$ cat src/rtl/ycc565_pkg.sv
// ----------------------------------------------------------------------------
// ycc565_pkg
// Shared types and constants for the 4:2:2 pixel pair to RGB565 converter.
// ----------------------------------------------------------------------------
package ycc565_pkg;

  localparam int unsigned BYTE_W      = 8;
  localparam int unsigned PIX_W       = 16;
  localparam int unsigned MAG_W       = 18;
  localparam int unsigned TERM_W      = 21;
  localparam int unsigned DELTA_W     = 9;

  localparam int          CHROMA_BIAS = 128;
  localparam int          COEF_R_CR   = 1402;
  localparam int          COEF_G_CB   = 344;
  localparam int          COEF_G_CR   = 714;
  localparam int          COEF_B_CB   = 1772;
  localparam int          HALF_UNIT   = 500;
  localparam int          UNIT        = 1000;
  localparam int          COLOR_MAX   = 255;

  localparam int unsigned RECIP_SHIFT = 28;
  localparam int unsigned RECIP_W     = 19;
  localparam int unsigned RECIP_1K    = ((1 << RECIP_SHIFT) + UNIT - 1) / UNIT;

  typedef struct packed {
    logic             neg;
    logic [MAG_W-1:0] mag;
  } term_t;

endpackage

$ cat src/rtl/ycc565_term_div.sv
// ----------------------------------------------------------------------------
// ycc565_term_div
// Divides a biased chroma term magnitude by one thousand and restores its sign.
// ----------------------------------------------------------------------------
module ycc565_term_div (
  input  ycc565_pkg::term_t                          term,
  output logic signed [ycc565_pkg::DELTA_W-1:0]      delta
);
  import ycc565_pkg::*;

  localparam int unsigned PROD_W = MAG_W + RECIP_W;

  logic [PROD_W-1:0]  prod;
  logic [BYTE_W-1:0]  quot;

  // The magnitude already carries the half unit, so a floor division rounds.
  assign prod = PROD_W'(term.mag) * PROD_W'(RECIP_1K);
  assign quot = prod[RECIP_SHIFT +: BYTE_W];

  always_comb begin
    if (term.neg) begin
      delta = -$signed({1'b0, quot});
    end else begin
      delta = $signed({1'b0, quot});
    end
  end

endmodule

$ cat src/rtl/ycbcr422_pair_to_rgb565_top.sv
// ----------------------------------------------------------------------------
// ycbcr422_pair_to_rgb565_top
// Converts one 4:2:2 pixel pair to two RGB565 pixels with BT.601 full range.
// ----------------------------------------------------------------------------
// Throughput: one item per cycle while out_ready takes the results; the first
// stage forms and registers the chroma products, the second divides them by
// one thousand and clamps and packs both pixels into the output registers.
// Reset empties both stages; no item is held after reset.
module ycbcr422_pair_to_rgb565_top (
  input  logic                          clk,
  input  logic                          rst_n,
  input  logic                          in_valid,
  output logic                          in_ready,
  input  logic [ycc565_pkg::BYTE_W-1:0] in_first_luma,
  input  logic [ycc565_pkg::BYTE_W-1:0] in_second_luma,
  input  logic [ycc565_pkg::BYTE_W-1:0] in_blue_chroma,
  input  logic [ycc565_pkg::BYTE_W-1:0] in_red_chroma,
  input  logic                          in_frame_end,
  output logic                          out_valid,
  input  logic                          out_ready,
  output logic [ycc565_pkg::PIX_W-1:0]  out_first_pixel,
  output logic [ycc565_pkg::PIX_W-1:0]  out_second_pixel,
  output logic                          out_frame_end_out
);
  import ycc565_pkg::*;

  logic signed [DELTA_W-1:0] cb_s;
  logic signed [DELTA_W-1:0] cr_s;
  logic signed [TERM_W-1:0]  t_r;
  logic signed [TERM_W-1:0]  t_g;
  logic signed [TERM_W-1:0]  t_b;
  term_t                     term_r_nxt;
  term_t                     term_g_nxt;
  term_t                     term_b_nxt;

  logic                      s1_valid_r;
  logic                      s1_ready;
  logic                      out_en;
  term_t                     term_r_r;
  term_t                     term_g_r;
  term_t                     term_b_r;
  logic [BYTE_W-1:0]         y0_r;
  logic [BYTE_W-1:0]         y1_r;
  logic                      fe_r;

  logic signed [DELTA_W-1:0] d_r;
  logic signed [DELTA_W-1:0] d_g;
  logic signed [DELTA_W-1:0] d_b;
  logic [PIX_W-1:0]          pix0_nxt;
  logic [PIX_W-1:0]          pix1_nxt;

  logic                      out_valid_r;
  logic [PIX_W-1:0]          pix0_r;
  logic [PIX_W-1:0]          pix1_r;
  logic                      fe_out_r;

  function automatic term_t to_term(input logic signed [TERM_W-1:0] t);
    logic [TERM_W-1:0] mag;
    term_t             res;
    mag     = t[TERM_W-1] ? TERM_W'(-t) : TERM_W'(t);
    res.neg = t[TERM_W-1];
    res.mag = MAG_W'(mag + TERM_W'(HALF_UNIT));
    return res;
  endfunction

  function automatic logic [BYTE_W-1:0] sat_color(
    input logic [BYTE_W-1:0]         luma,
    input logic signed [DELTA_W-1:0] d
  );
    logic signed [DELTA_W+1:0] sum;
    logic [BYTE_W-1:0]         res;
    sum = $signed({2'b00, luma}) + (DELTA_W+2)'(d);
    if (sum < 0) begin
      res = '0;
    end else if (sum > (DELTA_W+2)'(COLOR_MAX)) begin
      res = BYTE_W'(COLOR_MAX);
    end else begin
      res = sum[BYTE_W-1:0];
    end
    return res;
  endfunction

  function automatic logic [PIX_W-1:0] pack565(
    input logic [BYTE_W-1:0] r,
    input logic [BYTE_W-1:0] g,
    input logic [BYTE_W-1:0] b
  );
    return {r[7:3], g[7:2], b[7:3]};
  endfunction

  // First stage: signed chroma and the three terms in thousandths.
  assign cb_s = $signed({1'b0, in_blue_chroma}) - DELTA_W'(CHROMA_BIAS);
  assign cr_s = $signed({1'b0, in_red_chroma}) - DELTA_W'(CHROMA_BIAS);

  assign t_r = TERM_W'(cr_s) * TERM_W'(COEF_R_CR);
  assign t_g = -(TERM_W'(cb_s) * TERM_W'(COEF_G_CB)) - TERM_W'(cr_s) * TERM_W'(COEF_G_CR);
  assign t_b = TERM_W'(cb_s) * TERM_W'(COEF_B_CB);

  assign term_r_nxt = to_term(t_r);
  assign term_g_nxt = to_term(t_g);
  assign term_b_nxt = to_term(t_b);

  assign out_en   = !out_valid_r || out_ready;
  assign s1_ready = !s1_valid_r || out_en;
  assign in_ready = s1_ready;

  always_ff @(posedge clk) begin
    if (!rst_n) begin
      s1_valid_r <= 1'b0;
    end else if (s1_ready) begin
      s1_valid_r <= in_valid;
    end
  end

  always_ff @(posedge clk) begin
    if (s1_ready && in_valid) begin
      term_r_r <= term_r_nxt;
      term_g_r <= term_g_nxt;
      term_b_r <= term_b_nxt;
      y0_r     <= in_first_luma;
      y1_r     <= in_second_luma;
      fe_r     <= in_frame_end;
    end
  end

  // Second stage: rounding division, clamping and packing.
  ycc565_term_div u_div_r (.term(term_r_r), .delta(d_r));
  ycc565_term_div u_div_g (.term(term_g_r), .delta(d_g));
  ycc565_term_div u_div_b (.term(term_b_r), .delta(d_b));

  assign pix0_nxt = pack565(sat_color(y0_r, d_r), sat_color(y0_r, d_g),
                            sat_color(y0_r, d_b));
  assign pix1_nxt = pack565(sat_color(y1_r, d_r), sat_color(y1_r, d_g),
                            sat_color(y1_r, d_b));

  always_ff @(posedge clk) begin
    if (!rst_n) begin
      out_valid_r <= 1'b0;
    end else if (out_en) begin
      out_valid_r <= s1_valid_r;
    end
  end

  always_ff @(posedge clk) begin
    if (out_en && s1_valid_r) begin
      pix0_r   <= pix0_nxt;
      pix1_r   <= pix1_nxt;
      fe_out_r <= fe_r;
    end
  end

  assign out_valid         = out_valid_r;
  assign out_first_pixel   = pix0_r;
  assign out_second_pixel  = pix1_r;
  assign out_frame_end_out = fe_out_r;

endmodule

$ cat config.mk
export PLATFORM = sky130hd
export DESIGN_NAME = ycbcr422_pair_to_rgb565_top
export DESIGN_NICKNAME = d
export VERILOG_FILES = /design/src/rtl/ycc565_pkg.sv /design/src/rtl/ycc565_term_div.sv /design/src/rtl/ycbcr422_pair_to_rgb565_top.sv
export SDC_FILE = /design/constraint.sdc
export NUM_CORES = 1
export LEC_CHECK = 0
export ABC_AREA = 1
export BUFFER_PORTS_ARGS = -buffer_cell sky130_fd_sc_hd__clkbuf_2
export CAP_MARGIN = 0
export CORE_MARGIN = 5
export CORE_UTILIZATION = 35
export CTS_CLUSTER_SIZE = 24
export DETAILED_ROUTE_END_ITERATION = 12
export SLEW_MARGIN = 5
export SYNTH_ARGS = -nofsm -noshare
export SYNTH_HDL_FRONTEND = slang
export SYNTH_HIERARCHICAL = 1
export SYNTH_SLANG_ARGS = --single-unit
$ cat constraint.sdc
create_clock -name clk -period 8 [get_ports clk]
set_clock_uncertainty 0.2 [all_clocks]
set_input_delay 0.4 -clock clk [delete_from_list [all_inputs] [get_ports clk]]
set_output_delay 0.4 -clock clk [all_outputs]
set_load 0.02 [all_outputs]
======== Word level (Yosys, flattened, before mapping) ========
Cells that the tools add are included.
word-level totals
  flip-flop bits (word level) ............. 109
  input bits .............................. 37
  output and inout port bits .............. 35
  logic and storage cells ................. 74
operators by class
  add/sub/neg operators ................... 19
  multipliers ............................. 7
  order comparisons ....................... 12
  muxes and demuxes ....................... 12
  reduce and logical (&&, ||, !) cells .... 6
operator list
  operator                  count
  $mul A18 B17 Y34 const B  3
  $add A9 B9 Y10            6
  $gt A10 B9 Y1 const B     6
  $lt A10 B1 Y1 const B     6
  $add A18 B9 Y18 const B   3
  $mux W18                  3
  $neg A18 Y18              3
  $mux W8                   6
  $mul A9 B10 Y19 const B   2
  $mux W9                   3
  $neg A8 Y9                3
  $neg A19 Y21              1
  $sub A21 B20 Y21          1
  $mul A9 B11 Y20 const B   1
  $sub A8 B8 Y9 const B     2
  $mul A9 B7 Y16 const B    1
  $logic_and A1 B1 Y1       2
  $logic_not A1 Y1          2
  $logic_or A1 B1 Y1        2

======== Longest topological paths before layout ========
Gate-level depths: netlist of run 1.
  depth in word-level cells ............... 7
  mapped depth ............................ 40

======== Modules after synthesis ========
Netlist of run 1, hierarchy kept.
modules (own cells, without submodules)
  module                       times used  cells each  area each (um2)  sequential area each (um2)
  ycbcr422_pair_to_rgb565_top  1           1828        14781.7          3103.0
  ycc565_term_div (u_div_b)    1           669         4817.1           0.0
  ycc565_term_div (u_div_g)    1           668         4787.1           0.0
  ycc565_term_div (u_div_r)    1           673         4768.3           0.0

======== Least setup slack after synthesis of run 1 ========
No wires, ideal clock.
  path type ............................... input to register
  start point ............................. input in_red_chroma[0] (netlist name)
  end point ............................... register term_g_r[16] (netlist name) (data pin)
  setup time .............................. 256 ps
  arrival time ............................ 6466 ps
  required time ........................... 7544 ps
  setup slack ............................. 1078 ps
  stages on the path ...................... 34
  path buffers ............................ 0
  cell sequence ........................... ha_1 ha_1 fa_1 fa_1 inv_1 fa_1 inv_1 ha_1 nand3_1 and2_1 o41ai_1 nand2_1 nand2_1 a21oi_1 o21ai_0 xor2_1 ha_1 ha_1 nand2_1 nor3_1 and2_1 nand2_4 nand3b_4 nand2_8 nand3_1 nand2_1 ha_1 nand3b_1 nor2_2 nand2_2 nand3_2 nor2_1 nand2_1 nand2_1
RTL lines
  what                  line                                RTL
  from (decl)           ycbcr422_pair_to_rgb565_top.sv:17   input logic [ycc565_pkg::BYTE_W-1:0] in_red_chroma,
  to (signal assigned)  ycbcr422_pair_to_rgb565_top.sv:118  term_g_r <= term_g_nxt;
  to (decl)             ycbcr422_pair_to_rgb565_top.sv:40   term_t term_g_r;

======== Final worst setup path of run 1 ========
  start point ............................. register term_g_r[8] (netlist name)
  end point ............................... register pix1_r[9] (netlist: out_second_pixel[9]) (data pin)
on the way
  cells in the longest elaborated chain, start to end .. 6
  elaborated cells on any way between the ends .. 7
  those cells by class .................... 2 x add/sub; 1 x mul; 2 x order compare; 2 x mux
RTL lines
  what                  line                                RTL
  $mul A18 B17 Y34 *    ycc565_term_div.sv:17               assign prod = PROD_W'(term.mag) * PROD_W'(RECIP_1K);
  $neg A8 Y9            ycc565_term_div.sv:22               delta = -$signed({1'b0, quot});
  $mux W9 *             ycc565_term_div.sv:21               if (term.neg) begin
  via d_g[1]            ycbcr422_pair_to_rgb565_top.sv:47   logic signed [DELTA_W-1:0] d_g;
  $add A9 B9 Y10 *      ycbcr422_pair_to_rgb565_top.sv:72   sum = $signed({2'b00, luma}) + (DELTA_W+2)'(d);
  $gt A10 B9 Y1         ycbcr422_pair_to_rgb565_top.sv:75   end else if (sum > (DELTA_W+2)'(COLOR_MAX)) begin
  $mux W8               ycbcr422_pair_to_rgb565_top.sv:75
  to (signal assigned)  ycbcr422_pair_to_rgb565_top.sv:147  pix1_r <= pix1_nxt;
  to (decl)             ycbcr422_pair_to_rgb565_top.sv:54   logic [PIX_W-1:0] pix1_r;
Mark *: on every way through the listed nets, which the timed path passes. The rest lies on a longest branch.
A chain may end at the register's enable or synchronous reset.

==> results by group, run 1 <==
STA
  • Unrepaired setup endpoints after global routing: false
  • Slew @ Worst Pin: 1.06 ns
  • Setup_tns: 0 ns
  • Final setup violation count: 0
  • Fmax: between 0.1 and 0.15 GHz
  • Clock period minus worst slack: between 7 and 8 ns
  • Hold Vio Cnt, Final: 0
  • Final cycle utilization of the critical path: 0.926
  • Max-Slew Margin vs Limit: 0.292
  • Max-slew violations: 0

Layout
  • Antenna diode count: 0
  • Nets: ~4.9k
  • Area growth, synth to finish: 8.07%
  • Fin cells: 5046
  • Finished Core Util: 0.382
  • Layout cells sized above 1: 0.0717
  • Finished layout cell area: between 30000 and 40000 sq um

Placed design
  • GPL Wtd Cong: roughly 0.9
  • Final HPWL DP: about 57000 microns
  • Cell total after placement: around 5.0k
  • Placed cell area: roughly 31000 sq um
  • PortBufs: 71

Clock tree
  • Worst-path clk slew: 0.09 ns
  • Quantity of gates resized following cts: 0
  • TritonCTS buffer count: 9
  • H-tree depth: 3
  • CTS Buffer Depth: 2
  • Skew-Pair Late Insertion Delay: 0.39 ns
  • CTS tree: yes
  • Root Driver: clkbuf_16
  • Clk sinks: 104

Setup path
  • CP arrival: 7.36 ns
  • Crit-path max FO: 6
  • Origin of the worst setup path: term_g_r[8]$_DFFE_PP_
  • WS Path Type: reg -> reg
  • Worst R2R Setup Slack: 0.59 ns
  • CP max stage delay: around 0.6 ns
  • Worst setup EP type: flop
  • CP endpoint: out_second_pixel[9]$_SDFFCE_PN0P_
  • Required @ worst endpoint: about 8.0 ns
  • CP max stage cell: edfxtp_1
  • FF-to-FF End: out_second_pixel[9]$_SDFFCE_PN0P_
  • Setup crit start kind: flop
  • Worst Reg-to-Reg Cells: 29
  • RR Startpoint: term_g_r[8]$_DFFE_PP_

Global route
  • Pin count of the biggest net entering global routing: 70
  • Initial antenna violation count: 0
  • Total gr overflow: 0
  • First-pass GRT wire length: around 110000 microns
  • Vias in the first global route: 23.4k
  • GR Util All Layers: 0.149

Floorplan
  • Die ar.: between 80000 and 90000 sq um
  • Initial core utilization: 0.354
  • Core box area: 82400 sq um
  • Row count: approximately 110
  • Die Y: around 300 microns
  • Die width: between 200 and 300 microns
  • I/O Pins: 72

Synth
  • Seq cells post-synth: between 100 and 150
  • Cell area after synthesis: 29200 sq um
  • Seq/Total Area, Yosys: 0.106
  • Number of enable flip-flop cells after synthesis: slightly above 100
  • Top FF cell, synth: edfxtp_1
  • Synth unique cells: 57
  • Post-Syn Area per Cell: about 7.6 sq um
  • Syn Inst Count: 3838
  • Asr flop ratio synth: 0
  • Syn. warnings: 6

Route
  • Vias per cell: 4.58
  • ANT nets after route: 0
  • Drt first pass iters: 5
  • DRT Wirelength: ~65000 microns
  • DRT iter0 DRCs: 848
  • Total vias in the final route: about 23k
  • DR WL/cell: between 10 and 15 microns
  • Drt drc: 0

Flow run
  • Max cap viols: 0

Run status
  • Status: finished clean

Min path
  • HP Class: in -> reg
-- worst min path at each step --
stage / start / to / slack (ns) / depth (start not counted)
floorplan: fe_r$_DFFE_PP_ / out_frame_end_out$_DFFE_PP_ / 0.20 / 0
global placement: fe_r$_DFFE_PP_ / out_frame_end_out$_DFFE_PP_ / 0.20 / 0
detailed placement: fe_r$_DFFE_PP_ / out_frame_end_out$_DFFE_PP_ / 0.22 / 0
CTS: rst_n / s1_valid_r$_SDFFE_PN0N_ / 0.0008 / 3
global route: in_first_luma[1] / y0_r[1]$_DFFE_PP_ / 0.008 / 1
finish: rst_n / s1_valid_r$_SDFFE_PN0N_ / 0.03 / 3
-- through the flow --
stage / hold slack (ns) / setup slack, ns
after floorplan: 0.200 / 1.08
after global placement: 0.201 / 0.575
after detailed placement: 0.221 / 0.500
after CTS: 0.000774 / 0.521
after global routing: 0.00836 / 0.00945
final: 0.0271 / 0.591
-- synthesized netlist by cell type, types with 12 or more instances --
master | number | share of area
inv_1 | 920 | 0.12
nand2_1 | 860 | 0.11
ha_1 | 694 | 0.30
fa_1 | 218 | 0.15
nand3_1 | 184 | 0.032
nor2_1 | 182 | 0.023
a21oi_1 | 146 | 0.025
edfxtp_1 | 102 | 0.11
xor2_1 | 85 | 0.026
o21ai_0 | 77 | 0.013
xnor2_1 | 50 | 0.015
nand2_2 | 47 | 0.010
o21bai_1 | 28 | 0.0072
nor2_2 | 26 | 0.0056
nand4_1 | 24 | 0.0051
nor3_1 | 23 | 0.0039
inv_2 | 20 | 0.0026
nand3b_1 | 18 | 0.0046
nor2_4 | 16 | 0.0062
a21oi_2 | 12 | 0.0036
-- critical path, delay by kind of cell (launching register included) --
family | cells | cell delay, ns
adder cells (fa/ha/maj) | 9 | 3.80
AND/OR/NAND/NOR | 11 | 1.25
AO/OA/AOI/OAI | 6 | 1.17
flip-flops | 1 | 0.59
buffers and inverters | 3 | 0.15
-- state kept, by name, summed over array words and instances, names as in the netlist --
register	flops
y1_r	8
fe_r	1
y0_r	8
out_frame_end_out	1
s1_valid_r	1
out_valid	1
term_r_r	17
out_second_pixel	16
term_b_r	17
term_g_r	18
out_first_pixel	16
-- what timing repair did --
action                                  4_1_cts  5_1_grt
hold buffers                                 15        1
buffers inserted                              0        6
endpoints found under the setup margin        0        2
endpoints found under the hold margin        15        1
-- kinds of logic after synthesis --
| kind of cell | count (synthesis) | share of synthesized area |
|---|---|---|
| flip-flops | 104 | 0.106 |
| adder cells (fa/ha/maj) | 912 | 0.448 |
| buffers and inverters | 951 | 0.125 |
| AO/OA/AOI/OAI | 304 | 0.0600 |
| XOR/XNOR | 139 | 0.0428 |
| other | 1 | 0.000129 |
| AND/OR/NAND/NOR | 1427 | 0.218 |
-- layer usage --
layer  wire (microns)  part of all wire  track usage  up-vias
li1                 -                 -            -    12300
met1            31500              0.48        0.196    10600
met2            31700              0.49        0.272      195
met3             1080             0.017       0.0100       37
met4              777             0.012       0.0237        0
met5                0                 0            0        -
-- layout make-up --
type | instances | area (sq um)
clock buffers | 9 | 225
clock inverters | 7 | 91.3
fillers | 8588 | 50900
inverters | 942 | 3540
multi-input cells | 2802 | 22500
flip-flops and latches | 104 | 3100
well taps | 1070 | 1340
repair buffers | 112 | 703
-- placed cells by master (no fill, tap or decap), types with 77 or more instances in the layout --
master	n
ha_1	694
inv_1	919
nand2_1	860
nand3_1	184
a21oi_1	145
xor2_1	85
o21ai_0	77
edfxtp_1	102
nor2_1	182
fa_1	218
Power of run 1 is not shown: default switching activity piles up to over one toggle a cycle in this logic, so the estimate is an artifact.
==> run 2, diff against run 1 <==
--- a/config.mk
+++ b/config.mk
@@ -12,6 +12,7 @@
 export CORE_UTILIZATION = 35
 export CTS_CLUSTER_SIZE = 24
 export DETAILED_ROUTE_END_ITERATION = 12
+export PLACE_DENSITY = 0.49
 export SLEW_MARGIN = 5
 export SYNTH_ARGS = -nofsm -noshare
 export SYNTH_HDL_FRONTEND = slang
==> run 2 against run 1 <==
Routed wire length grew 3.8%; critical endpoint is now out_first_pixel[4]$_SDFFCE_PN0P_; final area is essentially flat; non-clock buffer count grew 2; cell count is essentially flat; sequential cell count is the same; critical path depth grew 6; core utilization is essentially flat; register-to-register slack gained 0.12 ns; worst setup slack gained 0.12 ns; count of clock-buffer cells in the layout is the same; via count shrank 1.6%.
==> results by group, run 2 (same netlist as run 1, synthesis figures left out) <==
Setup path
  • WS Path Type: reg -> reg
  • Crit-path max FO: 6 (unchanged)
  • Required @ worst endpoint: 7.95 ns (about the same)
  • Worst setup EP type: flop
  • Worst R2R Setup Slack: 0.71 ns (+0.12 ns)
  • Setup crit start kind: flop
  • CP max stage cell: edfxtp_1
  • CP arrival: 7.24 ns (-0.12 ns)
  • Most Frequent Cell on Critical Path: nand2_1
  • CP max stage delay: 0.58 ns (about the same)

Clock tree
  • Skew-Pair Late Insertion Delay: 0.39 ns (about the same)
  • TritonCTS buffer count: 9 (unchanged)
  • Worst-path clk slew: 0.09 ns (about the same)
  • Clk sinks: 104 (unchanged)
  • CTS tree: yes
  • Root Driver: clkbuf_16
  • H-tree depth: 3 (unchanged)
  • Quantity of gates resized following cts: 0 (unchanged)
  • CTS Buffer Depth: 2 (unchanged)

Placed design
  • PortBufs: 71 (unchanged)
  • GPL Wtd Cong: 0.849 (-3.2%)
  • Final HPWL DP: 60300 microns (+4.9%)

Route
  • DRT iter0 DRCs: 787 (-7.2%)
  • Vias per cell: 4.50 (-1.6%)
  • DRT Wirelength: 67600 microns (+3.8%)
  • Total vias in the final route: 22.7k (-1.6%)
  • Drt first pass iters: 5 (unchanged)
  • Drt drc: 0 (unchanged)
  • ANT nets after route: 0 (unchanged)
  • DR WL/cell: 13.4 microns (+3.8%)

Floorplan
  • Die Y: 299 microns (unchanged)
  • Die width: 299 microns (unchanged)
  • Die ar.: 89200 sq um (unchanged)
  • Core box area: 82400 sq um (unchanged)
  • I/O Pins: 72 (unchanged)
  • Row count: 105 (unchanged)
  • Initial core utilization: 0.354 (unchanged)

STA
  • Clock period minus worst slack: 7.29 ns (-0.120 ns)
  • Final setup violation count: 0 (unchanged)
  • Slew @ Worst Pin: 1.02 ns (-0.0377 ns)
  • Max-slew violations: 0 (unchanged)
  • Fmax: 0.137 GHz (+1.6%)
  • Max-Slew Margin vs Limit: 0.317 (+0.0252)
  • Setup_tns: 0 ns (unchanged)
  • Final cycle utilization of the critical path: 0.911 (-0.0150)
  • Hold Vio Cnt, Final: 0 (unchanged)
  • Unrepaired setup endpoints after global routing: false

Global route
  • Vias in the first global route: 23.5k (+0.43%)
  • GR Util All Layers: 0.156 (+0.00728)
  • First-pass GRT wire length: 116000 microns (+3.6%)
  • Pin count of the biggest net entering global routing: 70 (unchanged)
  • Initial antenna violation count: 0 (unchanged)
  • Total gr overflow: 0 (unchanged)

Layout
  • Nets: 4922 (+0.041%)
  • Largest register by flop count: term_g_r
  • Finished Core Util: 0.383 (about the same)
  • FF+latch area: 3100 sq um (unchanged)
  • FILL cells: 8630 (+0.49%)
  • Antenna diode count: 0 (unchanged)
  • Layout cells sized above 1: 0.0729 (+0.00122)
  • Multi-input gate area: 22500 sq um (unchanged)
  • Most frequent cells in the layout: inv_1 (919), nand2_1 (860), ha_1 (694), fa_1 (218), nand3_1 (184)
  • Top flop regs: term_g_r (18), term_b_r (17), term_r_r (17)
  • Largest register FFs: 18 (unchanged)
  • Commonest non-fill, non-tap cell in the layout: inv_1
  • Area growth, synth to finish: 8.09% (about the same)

Run status
  • Status: finished clean

Min path
  • HP Class: in -> reg

Flow run
  • Max cap viols: 0 (unchanged)
## run 2: cell types whose count changed in the layout (fill, tap and decap cells not counted), sizes merged
cell         change
clkinv           -1
inv              +1
buf              +5
dlygate4sd3      -3
## run 2: worst paths after layout
check	from	endpoint	depth (start not counted)
min reg2reg	fe_r$_DFFE_PP_	out_frame_end_out$_DFFE_PP_	0
max reg2reg	term_b_r[6]$_DFFE_PP_	out_first_pixel[4]$_SDFFCE_PN0P_	35
max	term_b_r[6]$_DFFE_PP_	out_first_pixel[4]$_SDFFCE_PN0P_	35
min	in_first_luma[0]	y0_r[0]$_DFFE_PP_	1
## run 2: timing repair
action,4_1_cts,5_1_grt
setup endpoints to repair,0,6
hold buffers,13,0
buffers inserted,0,4
endpoints found under the hold margin,14,0
## run 2: cell type report
cell class | count | share of cell area
flip-flops and latches | 104 | 0.0985
multi-input cells | 2802 | 0.714
clock buffers | 9 | 0.00715
well taps | 1070 | 0.0425
inverters | 942 | 0.112
clock inverters | 7 | 0.00282
repair buffers | 114 | 0.0226
## run 2: metrics by stage
step           cells  setup WS, ns  cell area, sq um  hold slack, ns
2_1_floorplan   3857          1.08             29200           0.200
3_3_place_gp    5015         0.480             31000           0.229
3_5_place_dp    5015         0.443             31000           0.224
4_1_cts         5044         0.528             31500         0.00297
5_1_grt         5048        0.0470             31500         0.00708
6_report        5048         0.712             31500          0.0313
## run 2: critical path: cells and delay by family, from the launching register on
kind | cells | cell delay [ns]
simple gates | 13 | 1.06
buf+inv | 6 | 0.31
compound gates | 7 | 1.18
flops | 1 | 0.58
fa+ha+maj | 9 | 3.73
## run 2: routing by layer
metal  vias to the layer above  GRT usage  routed length (microns)
li1                      12300          -                        -
met1                     10300      0.208                    33200
met2                       147      0.282                    32500
met3                        41    0.00965                      915
met4                         0     0.0272                      953
met5                         -          0                        0
Power of run 2 is left out for the same reason.
